File: src/hw/rtl/csvs_pkg.sv
`default_nettype none
// ----------------------------------------------------------------------------
// csvs_pkg
// Shared types and constants of the CSV last record id scanner.
// ----------------------------------------------------------------------------
package csvs_pkg;

  localparam int unsigned QUEUE_DEPTH      = 2;
  localparam logic [31:0] MIN_SCHEMA_RESET = 32'd1;

  typedef enum logic [2:0] {
    CLS_DIGIT,
    CLS_SPACE,
    CLS_PLUS,
    CLS_MINUS,
    CLS_COMMA,
    CLS_NEWLINE,
    CLS_NUL,
    CLS_OTHER
  } byte_class_t;

  typedef struct packed {
    byte_class_t cls;
    logic [3:0]  digit;
    logic        last;
  } token_t;

  typedef enum logic [2:0] {
    PH_SCH_LEAD,
    PH_SCH_NUM,
    PH_ID_START,
    PH_ID_LEAD,
    PH_ID_NUM,
    PH_DONE
  } phase_t;

endpackage
`default_nettype wire

File: src/hw/rtl/csvs_front.sv
`default_nettype none
// ----------------------------------------------------------------------------
// csvs_front
// Accepts window bytes and classifies each into a token for the queue.
// ----------------------------------------------------------------------------
module csvs_front import csvs_pkg::*; (
  input  wire logic       in_valid,
  input  wire logic [7:0] in_byte,
  input  wire logic       in_last,
  output logic            in_ready,
  input  wire logic       queue_full,
  output logic            push,
  output token_t          token
);

  always_comb begin
    in_ready    = !queue_full;
    push        = in_valid && !queue_full;
    token.digit = in_byte[3:0];
    token.last  = in_last;
    case (in_byte) inside
      8'h00:                                token.cls = CLS_NUL;
      8'h0A:                                token.cls = CLS_NEWLINE;
      8'h09, 8'h0B, 8'h0C, 8'h0D, 8'h20:    token.cls = CLS_SPACE;
      8'h2B:                                token.cls = CLS_PLUS;
      8'h2D:                                token.cls = CLS_MINUS;
      8'h2C:                                token.cls = CLS_COMMA;
      [8'h30:8'h39]:                        token.cls = CLS_DIGIT;
      default:                              token.cls = CLS_OTHER;
    endcase
  end

endmodule
`default_nettype wire

File: src/hw/rtl/csvs_queue.sv
`default_nettype none
// ----------------------------------------------------------------------------
// csvs_queue
// Short token queue between the classifier and the line parser.
// ----------------------------------------------------------------------------
module csvs_queue import csvs_pkg::*; #(
  parameter int unsigned DEPTH = QUEUE_DEPTH
) (
  input  wire logic   clk,
  input  wire logic   rst,
  input  wire logic   push,
  input  wire token_t push_token,
  output logic        full,
  input  wire logic   pop,
  output logic        not_empty,
  output token_t      head
);

  localparam int unsigned PW = (DEPTH > 1) ? $clog2(DEPTH) : 1;
  localparam int unsigned CW = $clog2(DEPTH + 1);
  localparam logic [PW-1:0] LAST_SLOT = PW'(DEPTH - 1);
  localparam logic [CW-1:0] FULL_COUNT = CW'(DEPTH);

  token_t        slots [DEPTH];
  logic [PW-1:0] wr_ptr;
  logic [PW-1:0] rd_ptr;
  logic [CW-1:0] count;

  always_comb begin
    full      = (count == FULL_COUNT);
    not_empty = (count != '0);
    head      = slots[rd_ptr];
  end

  always_ff @(posedge clk) begin
    if (rst) begin
      wr_ptr <= '0;
      rd_ptr <= '0;
      count  <= '0;
    end else begin
      if (push) begin
        wr_ptr <= (wr_ptr == LAST_SLOT) ? '0 : wr_ptr + 1'b1;
      end
      if (pop) begin
        rd_ptr <= (rd_ptr == LAST_SLOT) ? '0 : rd_ptr + 1'b1;
      end
      if (push && !pop) begin
        count <= count + 1'b1;
      end else if (pop && !push) begin
        count <= count - 1'b1;
      end
    end
  end

  always_ff @(posedge clk) begin
    if (push) begin
      slots[wr_ptr] <= push_token;
    end
  end

endmodule
`default_nettype wire

File: src/hw/rtl/csvs_back.sv
`default_nettype none
// ----------------------------------------------------------------------------
// csvs_back
// Line parser: runs the per-line field state and holds the window result.
// ----------------------------------------------------------------------------
module csvs_back import csvs_pkg::*; (
  input  wire logic        clk,
  input  wire logic        rst,
  input  wire logic [31:0] min_schema,
  input  wire logic        tok_valid,
  input  wire token_t      tok,
  output logic             pop,
  output logic             res_valid,
  input  wire logic        res_ready,
  output logic             res_found,
  output logic [63:0]      res_id
);

  phase_t      phase,        phase_next;
  logic [31:0] sch_value,    sch_value_next;
  logic        sch_neg,      sch_neg_next;
  logic        sch_ovf,      sch_ovf_next;
  logic [63:0] id_value,     id_value_next;
  logic        id_neg,       id_neg_next;
  logic        id_ovf,       id_ovf_next;
  logic        has_digits,   has_digits_next;
  logic        rejected,     rejected_next;
  logic        any_found,    any_found_next;
  logic [63:0] last_id,      last_id_next;

  logic [35:0] sch_sum;
  logic [67:0] id_sum;
  logic [31:0] sch_signed;
  logic        load_res;
  logic        out_found;
  logic [63:0] out_id;

  always_comb begin
    sch_sum    = ({4'b0, sch_value} << 3) + ({4'b0, sch_value} << 1) + 36'(tok.digit);
    id_sum     = ({4'b0, id_value} << 3) + ({4'b0, id_value} << 1) + 68'(tok.digit);
    sch_signed = sch_neg ? (32'd0 - sch_value) : sch_value;
  end

  always_comb begin
    logic sch_step;
    logic idl_step;
    logic idn_step;

    sch_step        = 1'b0;
    idl_step        = 1'b0;
    idn_step        = 1'b0;
    phase_next      = phase;
    sch_value_next  = sch_value;
    sch_neg_next    = sch_neg;
    sch_ovf_next    = sch_ovf;
    id_value_next   = id_value;
    id_neg_next     = id_neg;
    id_ovf_next     = id_ovf;
    has_digits_next = has_digits;
    rejected_next   = rejected;
    any_found_next  = any_found;
    last_id_next    = last_id;
    out_found       = 1'b0;
    out_id          = '0;

    pop      = tok_valid && (!tok.last || !res_valid || res_ready);
    load_res = pop && tok.last;

    if (pop) begin
      if (tok.cls != CLS_NEWLINE && !rejected && phase != PH_DONE) begin
        if (tok.cls == CLS_NUL) begin
          rejected_next = 1'b1;
        end else begin
          case (phase)
            PH_SCH_LEAD: begin
              if (tok.cls == CLS_SPACE) begin
              end else if (tok.cls == CLS_PLUS || tok.cls == CLS_MINUS) begin
                sch_neg_next = (tok.cls == CLS_MINUS);
                phase_next   = PH_SCH_NUM;
              end else begin
                sch_step = 1'b1;
              end
            end
            PH_SCH_NUM:  sch_step = 1'b1;
            PH_ID_START: begin
              if (tok.cls == CLS_COMMA) begin
                id_value_next = '0;
                phase_next    = PH_DONE;
              end else begin
                idl_step = 1'b1;
              end
            end
            PH_ID_LEAD:  idl_step = 1'b1;
            PH_ID_NUM:   idn_step = 1'b1;
            default:     rejected_next = 1'b1;
          endcase

          if (sch_step) begin
            phase_next = PH_SCH_NUM;
            if (tok.cls == CLS_DIGIT) begin
              has_digits_next = 1'b1;
              if (|sch_sum[35:32]) begin
                sch_ovf_next = 1'b1;
              end else begin
                sch_value_next = sch_sum[31:0];
              end
            end else if (tok.cls == CLS_COMMA) begin
              if (!has_digits || sch_ovf || sch_signed == '0 || sch_signed < min_schema) begin
                rejected_next = 1'b1;
              end else begin
                phase_next      = PH_ID_START;
                has_digits_next = 1'b0;
              end
            end else begin
              rejected_next = 1'b1;
            end
          end

          if (idl_step) begin
            phase_next = PH_ID_LEAD;
            if (tok.cls == CLS_SPACE) begin
            end else if (tok.cls == CLS_PLUS || tok.cls == CLS_MINUS) begin
              id_neg_next = (tok.cls == CLS_MINUS);
              phase_next  = PH_ID_NUM;
            end else begin
              phase_next = PH_ID_NUM;
              idn_step   = 1'b1;
            end
          end

          if (idn_step) begin
            if (tok.cls == CLS_DIGIT) begin
              has_digits_next = 1'b1;
              if (|id_sum[67:64]) begin
                id_ovf_next = 1'b1;
              end else begin
                id_value_next = id_sum[63:0];
              end
            end else if (tok.cls == CLS_COMMA && has_digits && !id_ovf) begin
              id_value_next = id_neg ? (64'd0 - id_value) : id_value;
              phase_next    = PH_DONE;
            end else begin
              rejected_next = 1'b1;
            end
          end
        end
      end

      if (tok.cls == CLS_NEWLINE || tok.last) begin
        if (!rejected_next && phase_next == PH_DONE) begin
          any_found_next = 1'b1;
          last_id_next   = id_value_next;
        end
        phase_next      = PH_SCH_LEAD;
        sch_value_next  = '0;
        sch_neg_next    = 1'b0;
        sch_ovf_next    = 1'b0;
        id_value_next   = '0;
        id_neg_next     = 1'b0;
        id_ovf_next     = 1'b0;
        has_digits_next = 1'b0;
        rejected_next   = 1'b0;
      end

      if (tok.last) begin
        out_found      = any_found_next;
        out_id         = any_found_next ? last_id_next : '0;
        any_found_next = 1'b0;
        last_id_next   = '0;
      end
    end
  end

  always_ff @(posedge clk) begin
    if (rst) begin
      phase      <= PH_SCH_LEAD;
      sch_value  <= '0;
      sch_neg    <= 1'b0;
      sch_ovf    <= 1'b0;
      id_value   <= '0;
      id_neg     <= 1'b0;
      id_ovf     <= 1'b0;
      has_digits <= 1'b0;
      rejected   <= 1'b0;
      any_found  <= 1'b0;
      last_id    <= '0;
      res_valid  <= 1'b0;
    end else begin
      phase      <= phase_next;
      sch_value  <= sch_value_next;
      sch_neg    <= sch_neg_next;
      sch_ovf    <= sch_ovf_next;
      id_value   <= id_value_next;
      id_neg     <= id_neg_next;
      id_ovf     <= id_ovf_next;
      has_digits <= has_digits_next;
      rejected   <= rejected_next;
      any_found  <= any_found_next;
      last_id    <= last_id_next;
      if (load_res) begin
        res_valid <= 1'b1;
      end else if (res_ready) begin
        res_valid <= 1'b0;
      end
    end
  end

  always_ff @(posedge clk) begin
    if (load_res) begin
      res_found <= out_found;
      res_id    <= out_id;
    end
  end

endmodule
`default_nettype wire

File: src/hw/rtl/csv_last_record_id_scanner.sv
`default_nettype none
// ----------------------------------------------------------------------------
// csv_last_record_id_scanner
// Scans a log tail window byte by byte and reports the id of the last valid
// CSV line. A window's last byte is written into the token queue, and its result is then registered.
// Throughput: one byte per cycle, bounded by the single-step line parser, unless a last byte waits on m_axis_tready.
// Reset clears all scan state and the queue; the minimum schema becomes 1.
// ----------------------------------------------------------------------------
module csv_last_record_id_scanner import csvs_pkg::*; #(
  parameter int unsigned QDEPTH = QUEUE_DEPTH
) (
  input  wire logic        clk,
  input  wire logic        rst,
  input  wire logic        s_axis_tvalid,
  output logic             s_axis_tready,
  input  wire logic [7:0]  s_axis_tdata,   // [7:0] text_byte
  input  wire logic        s_axis_tlast,
  output logic             m_axis_tvalid,
  input  wire logic        m_axis_tready,
  output logic [63:0]      m_axis_tdata,   // [63:0] last valid line id
  output logic [0:0]       m_axis_tuser,   // [0] found
  input  wire logic        cfg_we,
  input  wire logic [31:0] cfg_wdata
);

  logic [31:0] min_schema;
  logic        queue_full;
  logic        push;
  token_t      push_token;
  logic        pop;
  logic        not_empty;
  token_t      head;
  logic        res_found;

  always_ff @(posedge clk) begin
    if (rst) begin
      min_schema <= MIN_SCHEMA_RESET;
    end else if (cfg_we) begin
      min_schema <= cfg_wdata;
    end
  end

  csvs_front u_front (
    .in_valid   (s_axis_tvalid),
    .in_byte    (s_axis_tdata),
    .in_last    (s_axis_tlast),
    .in_ready   (s_axis_tready),
    .queue_full (queue_full),
    .push       (push),
    .token      (push_token)
  );

  csvs_queue #(.DEPTH(QDEPTH)) u_queue (
    .clk        (clk),
    .rst        (rst),
    .push       (push),
    .push_token (push_token),
    .full       (queue_full),
    .pop        (pop),
    .not_empty  (not_empty),
    .head       (head)
  );

  csvs_back u_back (
    .clk        (clk),
    .rst        (rst),
    .min_schema (min_schema),
    .tok_valid  (not_empty),
    .tok        (head),
    .pop        (pop),
    .res_valid  (m_axis_tvalid),
    .res_ready  (m_axis_tready),
    .res_found  (res_found),
    .res_id     (m_axis_tdata)
  );

  assign m_axis_tuser = res_found;

endmodule
`default_nettype wire
File: config.mk
export PLATFORM = sky130hd
export DESIGN_NAME = csv_last_record_id_scanner
export DESIGN_NICKNAME = d
export VERILOG_FILES = /design/src/hw/rtl/csvs_pkg.sv /design/src/hw/rtl/csvs_front.sv /design/src/hw/rtl/csvs_queue.sv /design/src/hw/rtl/csvs_back.sv /design/src/hw/rtl/csv_last_record_id_scanner.sv
export SDC_FILE = /design/constraint.sdc
export NUM_CORES = 1
export LEC_CHECK = 0
export ABC_AREA = 1
export BUFFER_PORTS_ARGS = -buffer_cell sky130_fd_sc_hd__buf_4
export CAP_MARGIN = 20
export CORE_MARGIN = 2
export CORE_UTILIZATION = 45
export DETAILED_ROUTE_END_ITERATION = 12
export PLACE_DENSITY = 0.61
export SETUP_SLACK_MARGIN = 0.1
export SLEW_MARGIN = 20
export SYNTH_ARGS = -nofsm -noshare
export SYNTH_HDL_FRONTEND = slang
export SYNTH_SLANG_ARGS = --single-unit
File: constraint.sdc
create_clock -name clk -period 8.4 [get_ports clk]
set_clock_uncertainty 0.15 [all_clocks]
set_input_delay 0.84 -clock clk [delete_from_list [all_inputs] [get_ports clk]]
set_output_delay 0.84 -clock clk [all_outputs]
set_load 0.03 [all_outputs]
### Word level (Yosys, flattened, before mapping)

Memories as Yosys holds them, arrays and structs flattened. A register that Yosys moved wholly into a read port is not among the register bits.
Index checks and enable logic that the tools add are counted.

| cells by class | value |
|---|---|
| add/subtract/negate cells | 10 |
| multipliers | 0 |
| divide/modulo/power cells | 0 |
| order comparisons | 3 |
| eq/ne operators | 26 |
| shifts and indexed selects | 0 |
| multiplexer cells | 119 |
| bitwise logic cells | 0 |
| reductions and logical operators | 55 |

Operators with widths:

| cell | number |
|---|---|
| 2-to-1 mux 64 bit | 13 |
| 2-to-1 mux 32 bit | 7 |
| 2-to-1 mux 1 bit | 71 |
| adder 67 x 65 -> 68 bit | 1 |
| adder 68 x 4 -> 68 bit | 1 |
| 2-to-1 mux 3 bit | 22 |
| subtractor 1 x 64 -> 64 bit (first input constant) | 1 |
| == test 8 x 4 -> 1 bit (second input constant) | 5 |
| adder 35 x 33 -> 36 bit | 1 |
| adder 36 x 4 -> 36 bit | 1 |
| == test 8 x 6 -> 1 bit (second input constant) | 4 |
| zero test 32 bit | 1 |
| less-than comparator 32 bit | 1 |
| subtractor 1 x 32 -> 32 bit (first input constant) | 1 |
| AND reduction 6 bit | 5 |
| nonzero test 2 bit | 12 |
| == test 3 bit (second input constant) | 5 |
| == test 3 x 2 -> 1 bit (second input constant) | 4 |
| logical AND 1 bit | 11 |
| OR reduction 5 bit | 2 |
| zero test 1 bit | 9 |
| greater-or-equal comparator 8 x 6 -> 1 bit (second input constant) | 1 |
| less-or-equal comparator 8 x 6 -> 1 bit (second input constant) | 1 |
| zero test 8 bit | 1 |
| 15 further kinds | 32 |

| word-level totals | value |
|---|---|
| bits in registers | 272 |
| latch bits | 0 |
| bits in writable memories | 16 |
| ROM bits | 0 |
| bits of input ports | 46 |
| output and inout port bits | 67 |
| logic and storage cells | 232 |
| memories kept | 1 |

Memory list:

| name | words | width | rd ports | clocked after Yosys merged registers in | wr ports | line | source |
|---|---|---|---|---|---|---|---|
| u_queue.slots | 2 | 8 | 1 | 1 | 1 | csvs_queue.sv:24 | `token_t slots [DEPTH];` |

### Longest topological paths before layout

Gate-level depths: netlist of the first run.

| logic depth | value |
|---|---|
| depth after elaboration | 22 |
| mapped depth | 31 |
| depth with buffers taken out | 28 |

### Modules after synthesis

From an unflattened synthesis of the first run, not the netlist that was laid out.

| second synthesis, totals | value |
|---|---|
| cells, all modules | 4552 |
| area total of the unflattened synthesis | 27566.4 um^2 |

Modules (own cells, without submodules):

| module | times used | cells an instance | area each (um^2) | seq. area each (um^2) |
|---|---|---|---|---|
| csvs_back | 1 | 4237 | 25176.6 | 5375.2 |
| csv_last_record_id_scanner | 1 | 202 | 1336.3 | 640.6 |
| csvs_queue | 1 | 58 | 810.8 | 580.6 |
| csvs_front | 1 | 55 | 242.7 | 0.0 |

### Least setup slack after synthesis of the first run

No wires, ideal clock.

| timing path | value |
|---|---|
| path type | reg-to-reg |
| start | register with a tool-made name |
| end | register u_back.res_id[33], data pin |
| setup time | 252 ps |
| arrival | 3790 ps |
| required time | 7998 ps |
| slack | 4208 ps |
| cell stages (with the launch flop) | 28 |
| path buffers | 3 |
| cell sequence | dfxtp_1 -> buf_4 -> mux2_2 -> fa_1 -> inv_1 -> fa_1 -> inv_1 -> nand2_1 -> nand2_1 -> nand3_1 -> nand2_1 -> nand2_1 -> nand2_1 -> nand2_1 -> nand2_1 -> nand2_1 -> nand3_1 -> nand2_1 -> nor2_1 -> buf_2 -> buf_2 -> nand3_1 -> nand3_1 -> nand2_1 -> a21boi_0 -> nand3_1 -> nand2_1 -> nor2_2 |

RTL lines:

| item | line | source |
|---|---|---|
| end signal, assigned | csvs_back.sv:211 | `res_id <= out_id;` |
| end, declared | csvs_back.sv:16 | `output logic [63:0] res_id` |

==> metrics.md, run 1 <==
| Metric | Value |
|---|---|
| Final setup viols | 0 |
| Die Footprint | 65000 um2 |
| Post-DR wirelength/cell | 18.9 um |
| XOR/XNOR Fraction of Synth Area | 2.13% |
| Number of buffers created by CTS | 37 |
| Share of cells above drive strength 1 | 5.88% |
| # rows | between 90 and 100 |
| CTS clk-pin slew, worst paths | roughly 0.06 ns |
| Die X | 255 um |
| Multi-input logic area | 18400 um2 |
| Final Hold Viols | 0 |
| Largest net degree at the start of global routing | 79 |
| Max VDD drop | 0.349 mV |
| Clock Sinks | around 290 |
| Number of synthesized flops with an enable pin | about 80 |
| Largest family of logic cells by synthesized area | simple AND/OR/NAND/NOR gates |
| Asr flop ratio synth | 0% |
| # resized after CTS | 0 |
| Flop2flop setup slack | between 2 and 3 ns |
| GR Overflow Total | 0 |
| P_leak | 15.6 nW |
| Vias in the first global route | 27676 |
| Adder-cell share of the synthesized area | 10.2% |
| I/O pins | ~110 |
| Port Buffers | 112 |
| CTS tree | done |
| Critical Path RT | 8.55 ns |
| Max-slew headroom | 31.7% |
| Outcome | completed |
| Setup TNS | 0 ns |
| Slowest CP cell | nand2_4 |
| Postcts setup bufs | 0 |
| First-pass DRT Iterations | 6 |
| Area share of and/or/nand/nor cells after synthesis | approximately 36% |
| Max cap viols | 0 |
| Post-synthesis mux area share | 0.190% |
| CP Launch Type | register |
| Slew @ Worst Pin | 1.02 ns |
| Cell mode on critical path | nand2_1 |
| Cell area after synthesis | 28300 um2 |
| Final Max Slew Viols | 0 |
| Yosys warning count | 0 |
| Min Tclk post-route | 5.89 ns |
| FF+latch area | 6600 um2 |
| Via count | ~30000 |
| Pwr Density | 247 nW/um2 |
| Largest stage delay on the critical path | 0.72 ns |
| Compound-Gate Fraction of Synth Area | 16.1% |
| Clock latency on the worst-skew pair | 0.58 ns |
| Via/cell ratio | 5.46 |
| Initial Utilization | ~45% |
| Hold/Removal Path Class | primary input to register |
| RSZ-0062 raised after global routing | no |
| Crit path DAT | approximately 6.0 ns |
| Max Fanout on Critical Path | 65 |
| Synth-to-Final Area Change | 9.25% |
| Crit path capture type | register |
| F_max | 170 MHz |
| Final Cycle Share | 70.2% |
| H-tree depth | 2 |
| Syn_area_per_cell | 6.03 um2 |
| Crit path kind | register to register |
| Post-CTS Hold Buffers | 0 |
| Fill cell count | 6726 |
| Final antenna-violating net count | 0 |
| Initial DRC Count | 2961 |
| CTS root buf | clkbuf_16 |
| Seq/Total Area, Yosys | 23.3% |
| Tot GR Track Use | a little under a third |
| DP HPWL | 79.7 mm |
| Final #Nets | 4969 |
| CTS Buffer Depth | 3 |
| Cell count after synthesis | 4700 |
| Cells after DPL | 5502 |
| Initial antenna violation count | 0 |
| Synth Flop Type | dfxtp_1 |
| Routability cong. | 1.03 |
| Number of distinct library cells after synthesis | 59 |
| Synthesized Nets | ~5000 |
| Final Non-Filler Cells | 5571 |
| Drc violations | 0 |
| Core area | between 60000 and 70000 um2 |
| Wire length of the first global-routing pass | 162 mm |
| Chip Height | 255 um |
| Yosys reg bits | 289 |
| WL final | 105 mm |
==> metrics by stage <==
stage / util [%] / hold WS, ns / area (um2) / power, W / setup WS, ns
after global placement: 47.4 / 0.287 / 29700 / 0.00589 / 2.66
after global routing: 49.4 / 0.293 / 31000 / 0.00818 / 2.05
after CTS: 49.4 / 0.282 / 31000 / 0.00763 / 2.64
after detailed placement: 47.4 / 0.302 / 29700 / 0.00591 / 2.67
after floorplan: - / 0.276 / 28300 / 0.00469 / 4.21
final: 49.4 / 0.305 / 31000 / 0.00764 / 2.51
==> final cells by class <==
class                           count  share of cell area, %
Antenna cell                        1                0.00808
Sequential cell                   289                   21.3
Clock buffer                       54                   3.63
Multi-Input combinational cell   3546                   59.4
Inverter                          680                   8.26
Tap cell                          846                   3.42
Timing Repair Buffer              141                   3.42
Clock inverter                     14                  0.574
==> registers in the layout (all words and copies together), names as in the netlist, named ones only <==
| signal | flops |
|---|---|
| min_schema | 32 |
| u_back.has_digits | 1 |
| u_back.phase | 3 |
| u_queue.count | 2 |
| u_back.sch_ovf | 1 |
| u_back.sch_value | 32 |
| u_back.res_id | 64 |
| u_back.res_found | 1 |
| u_back.id_value | 64 |
| u_queue.wr_ptr | 1 |
| u_back.last_id | 64 |
| u_back.any_found | 1 |
| u_queue.rd_ptr | 1 |
| u_back.res_valid | 1 |
| u_queue.slots | 16 |
| u_back.id_neg | 1 |
| u_back.rejected | 1 |
| u_back.id_ovf | 1 |
| u_back.sch_neg | 1 |
==> cell usage after synthesis (all sizes together) (38+ instances only) <==
master | count | area (um2)
o21ai | 282 | 1420
a21oi | 298 | 1490
nor3 | 49 | 250
nand2 | 1291 | 4870
ha | 224 | 2800
a2bb2oi | 64 | 561
nand4 | 44 | 275
inv | 678 | 2550
edfxtp | 81 | 2430
dfxtp | 208 | 4160
nor2 | 596 | 2350
xnor2 | 38 | 333
nand3 | 426 | 2140
buf | 77 | 478
clkbuf | 108 | 408
a21boi | 51 | 383
==> routing by layer <==
metal  vias to the layer above  track usage (%)  part of all wire, %
met5                         -                0                    0
met1                     13897             42.1                   44
met2                      1040             51.5                   44
met4                         0             13.1                  4.5
li1                      15248                -                    -
met3                       205             5.20                  7.1
==> path summary, 6_finish.rpt <==
kind | startpoint | end | depth (start not counted)
worst min-delay path | s_axis_tlast | u_queue.slots[1][0] | 1
worst max register to register | register | u_back.res_id[22] | 27
worst min register to register | u_back.last_id[61] | u_back.last_id[61] | 2
worst max-delay path | register | u_back.res_id[22] | 27
==> power by group <==
group	leakage [nW]	internal [W]	switching [W]
Sequential	2.46	0.00170	0.000250
Combinational	12.5	0.00117	0.00280
Clock	0.644	0.00103	0.000690
Total	15.6	0.00390	0.00374
==> placed cells by master (no fill, tap or decap), types with 38 or more instances in the layout <==
master and instances:
edfxtp_1 81, inv_1 671, nand3_1 424, dfxtp_1 208, nor3_1 48, nor2_1 554
clkbuf_16 40, a2bb2oi_1 64, nand2_1 1281, ha_1 224, a21oi_1 296, buf_4 141
xnor2_1 38, nand4_1 44, o21ai_0 268
==> critical path, delay by kind of cell, from the launching register on <==
family                   cells  cell delay, ns
adder cells (fa/ha/maj)      2            0.96
AND/OR/NAND/NOR             20            2.55
flip-flops                   1            0.58
buffers and inverters        3            0.45
multiplexers                 1            0.43
AO/OA/AOI/OAI                1            0.40
==> logic make-up (layout without fill, tap and decap cells) <==
logic type | Yosys count | after routing
muxes | 5 | 5
other | 0 | 1
adders and majority gates | 228 | 228
DFF | 289 | 289
buffers and inverters | 865 | 889
xor gates and xnor gates | 69 | 69
AOI/OAI and AO/OA | 793 | 793
and+or+nand+nor | 2451 | 2451
Note: power is estimated with default switching activity, not from simulation.
==> run 2, diff against run 1 <==
- ABC_AREA: 1 -> 0
- PLACE_DENSITY: 0.61 -> 0.62
- clock period: 8.4 -> 6.15 ns (I/O delays scaled with it)
==> metrics.md, run 2 <==
| Metric | Value |
|---|---|
| Final Max Slew Viols | 0 (unchanged) |
| Synth-to-Final Area Change | 12.6% (was 9.25%) |
| Top cells by area, synth | dfxtp_1 (18%), ha_1 (12%), edfxtp_1 (11%), a21oi_1 (5.6%), o21ai_0 (4.6%) (was nand2_1 (17%), dfxtp_1 (15%), ha_1 (9.9%), inv_1 (8.9%), edfxtp_1 (8.6%)) |
| Core area | 51100 um2 (was 62600 um2) |
| Routability cong. | 0.974 (was 1.03) |
| Port Buffers | 112 (unchanged) |
| H-tree depth | 2 (unchanged) |
| Critical Path RT | 6.30 ns (was 8.55 ns) |
| F_max | 175 MHz (was 170 MHz) |
| Yosys warning count | 0 (unchanged) |
| Initial DRC Count | 2913 (was 2961) |
| Setup WS pre-CTS | 0.150 ns (was 2.67 ns) |
| Hold/Removal Path Class | primary input to register (unchanged) |
| Yosys reg bits | 289 (unchanged) |
| Final setup viols | 0 (unchanged) |
| P_leak | 11.1 nW (was 15.6 nW) |
| Final #Nets | 3171 (was 4969) |
| Top cell type's share of synthesized area | 18.0% (was 17.0%) |
| Seq/Total Area, Yosys | 28.5% (was 23.3%) |
| First-pass DRT Iterations | 9 (was 6) |
| Max VDD drop | 0.191 mV (was 0.349 mV) |
| Switching power | 0.00226 W (was 0.00374 W) |
| CP Launch Type | register (unchanged) |
| # diodes | 0 (was 1) |
| Post-DR wirelength/cell | 23.4 um (was 18.9 um) |
| CTS clk-pin slew, worst paths | 0.07 ns (was 0.06 ns) |
| Hold wc startpoint | s_axis_tlast (unchanged) |
| WL final | 84.4 mm (was 105 mm) |
| Min Tclk post-route | 5.70 ns (was 5.89 ns) |
| Wire length of the first global-routing pass | 128 mm (was 162 mm) |
| Final Cycle Share | 92.7% (was 70.2%) |
| Via count | 23173 (was 30390) |
| Die X | 231 um (was 255 um) |
| Setup TNS | 0 ns (unchanged) |
| Slowest CP cell | xnor2_1 (was nand2_4) |
| Vias in the first global route | 20963 (was 27676) |
| Pwr Density | 241 nW/um2 (was 247 nW/um2) |
| Chip Height | 231 um (was 255 um) |
| Slew @ Worst Pin | 1.15 ns (was 1.02 ns) |
| DP HPWL | 63.4 mm (was 79.7 mm) |
| Synth Flop Type | dfxtp_1 (unchanged) |
| Clock power frac | 35.5% (was 22.5%) |
| Max-slew headroom | 23.2% (was 31.7%) |
| Max cap viols | 0 (unchanged) |
| Initial Utilization | 45.3% (about the same) |
| Synthesized Nets | 3109 (was 4974) |
| Tot GR Track Use | 30.9% (was 31.8%) |
| Logic pwr share | 28.8% (was 52.0%) |
| Crit path capture type | register (unchanged) |
| Crit path DAT | 5.85 ns (was 6.04 ns) |
| Number of distinct library cells after synthesis | 88 (was 59) |
| Post-synth top cells | nand2_1 (259), nor2_1 (258), a21oi_1 (257) (was nand2_1 (1284), inv_1 (673), nor2_1 (557)) |
| Cells after DPL | 3540 (was 5502) |
| Worst Hold Path EP | u_queue.slots[0][0] (was u_queue.slots[1][0]) |
| Final antenna-violating net count | 0 (unchanged) |
| # rows | 83 (was 92) |
| GR Overflow Total | 0 (unchanged) |
| Initial antenna violation count | 1 (was 0) |
| Sw Ratio | 36.0% (was 49.0%) |
| Final WS setup | 0.451 ns (was 2.51 ns) |
| Clock Sinks | 289 (unchanged) |
| Clock latency on the worst-skew pair | 0.56 ns (was 0.58 ns) |
| Final Non-Filler Cells | 3603 (was 5571) |
| Cell area after synthesis | 23100 um2 (was 28300 um2) |
| Internal | 0.00401 W (was 0.00390 W) |
| Worst r2r path cells | 15 (was 27) |
| Crit path kind | register to register (unchanged) |
| Max Fanout on Critical Path | 24 (was 65) |
| Fill cell count | 4927 (was 6726) |
| Final Hold Viols | 0 (unchanged) |
| Largest net degree at the start of global routing | 74 (was 79) |
| Worst path cell trace | ha_1 -> ha_1 -> and4_1 -> and4_1 -> a2111oi_0 -> buf_4 -> a211oi_1 -> nor3_1 -> o41ai_1 -> xnor2_1 -> and3_2 -> buf_4 -> mux2i_1 -> o21ai_0 -> a221o_1 |
| Part of the power in registers | 35.7% (was 25.5%) |
| Most common cell after layout, fill and taps aside | nand2_1 (unchanged) |
| Outcome | completed (unchanged) |
| CTS tree | done (unchanged) |
| Number of buffers created by CTS | 34 (was 37) |
| CTS Buffer Depth | 3 (unchanged) |
| I/O pins | 113 (unchanged) |
| Fin util | 51.0% (was 49.4%) |
| Cell count after synthesis | 2835 (was 4700) |
| CTS root buf | clkbuf_16 (unchanged) |
| Drc violations | 0 (unchanged) |
| Worst path bufs/invs | 2 (was 3) |
| Worst reg2reg endpoint | u_back.res_id[3] (was u_back.res_id[22]) |
| Die Footprint | 53300 um2 (was 65000 um2) |
| Top cell type by total area after synthesis | dfxtp_1 (was nand2_1) |
| Family with the most delay on the worst path | simple AND/OR/NAND/NOR gates (unchanged) |
| Number of synthesized flops with an enable pin | 81 (unchanged) |
| Top flop regs | u_back.id_value (64), u_back.last_id (64), u_back.res_id (64) (unchanged) |
| Syn_area_per_cell | 8.16 um2 (was 6.03 um2) |
| Flop2flop setup slack | 0.45 ns (was 2.51 ns) |
| R2r startpoint | u_back.id_value[10] |
| Largest stage delay on the critical path | 0.65 ns (was 0.72 ns) |
| Most frequent cells in the layout | nand2_1 (259), a21oi_1 (257), nor2_1 (252), ha_1 (224), o21ai_0 (212) (was nand2_1 (1281), inv_1 (671), nor2_1 (554), nand3_1 (424), a21oi_1 (296)) |
| Hold depth | 1 (unchanged) |
| Share of cells above drive strength 1 | 11.2% (was 5.88%) |
| Asr flop ratio synth | 0% (unchanged) |
| RSZ-0062 raised after global routing | no (unchanged) |
| Count leader, synth | nand2_1 (unchanged) |
| Via/cell ratio | 6.43 (was 5.46) |
[run 2: cell count changes in the layout (fill, tap and decap cells not counted), sizes merged, moves of 63 or more]
cell / delta
a22o: +85
buf: +63
inv: -591
nand2: -1032
nand3: -375
nor2: -338
o21ai: -65
[run 2: layer usage]
layer	part of all wire (%)	up-vias	global-route usage (%)	wire length, um
li1	-	10801	-	-
met1	47	11005	46.9	39300
met2	39	1242	41.7	32600
met3	13	123	9.86	10900
met4	1.9	2	6.45	1620
met5	0.0036	-	0	3
[run 2: how the worst max path moves through the flow]
stage / startpoint / to / slack, ns / depth (start not counted)
floorplan: register / u_back.res_id[3] / 0.68 / 17
global placement: u_back.sch_value[7] / u_back.res_id[33] / 0.28 / 17
detailed placement: u_back.sch_value[7] / u_back.res_id[10] / 0.15 / 17
CTS: u_back.sch_value[7] / u_back.res_id[10] / 0.12 / 17
global route: u_back.id_value[10] / u_back.res_id[3] / 0.17 / 15
finish: u_back.id_value[10] / u_back.res_id[3] / 0.45 / 15
[run 2: repair_timing]
action | in CTS | in global routing
buffers inserted | 0 | 1
hold buffers | 0 | 0
setup endpoints to repair | 0 | 24
resized for setup | 0 | 5
hold endpoints to repair | 0 | 0
[run 2: cell type report]
cell class                      instances  area (um2)  share of cell area (%)
Multi-Input combinational cell       2282       15500                    59.6
Sequential cell                       289        6600                    25.3
Timing Repair Buffer                  204        1550                    5.94
Clock buffer                           40         925                    3.55
Tap cell                              680         851                    3.27
Inverter                               86         323                    1.24
Clock inverter                         22         295                    1.13
[run 2: power groups by stage]
stage / clock [W] / sequential [W] / combinational (W)
2_1_floorplan: 0 / 0.00246 / 0.000935
3_5_place_dp: 0 / 0.00228 / 0.00177
5_1_grt: 0.00233 / 0.00226 / 0.00192
3_3_place_gp: 0 / 0.00228 / 0.00175
6_report: 0.00223 / 0.00224 / 0.00181
4_1_cts: 0.00225 / 0.00224 / 0.00177
[run 2: stage by stage]
step	total power (W)	hold WS, ns	instance area [um2]
3_3_place_gp	0.00403	0.294	24800
5_1_grt	0.00650	0.113	26100
4_1_cts	0.00626	0.112	26000
6_report	0.00628	0.129	26100
2_1_floorplan	0.00340	0.282	23100
3_5_place_dp	0.00405	0.298	24800
[run 2: cells by family after synthesis]
kind of cell | share of synthesized area (%)
buffers and inverters | 4.82
AND/OR/NAND/NOR | 18.2
multiplexers | 2.85
flip-flops | 28.5
adder cells (fa/ha/maj) | 12.5
XOR/XNOR | 4.39
AO/OA/AOI/OAI | 28.8
[run 2: worst register-to-register path: stages (launching register included)]
cell and delay, ns:
dfxtp_1 0.58, ha_1 0.32, ha_1 0.40, and4_1 0.24, and4_1 0.20, a2111oi_0 0.45
buf_4 0.21, a211oi_1 0.07, nor3_1 0.43, o41ai_1 0.14, xnor2_1 0.65, and3_2 0.49
buf_4 0.38, mux2i_1 0.23, o21ai_0 0.13, a221o_1 0.37
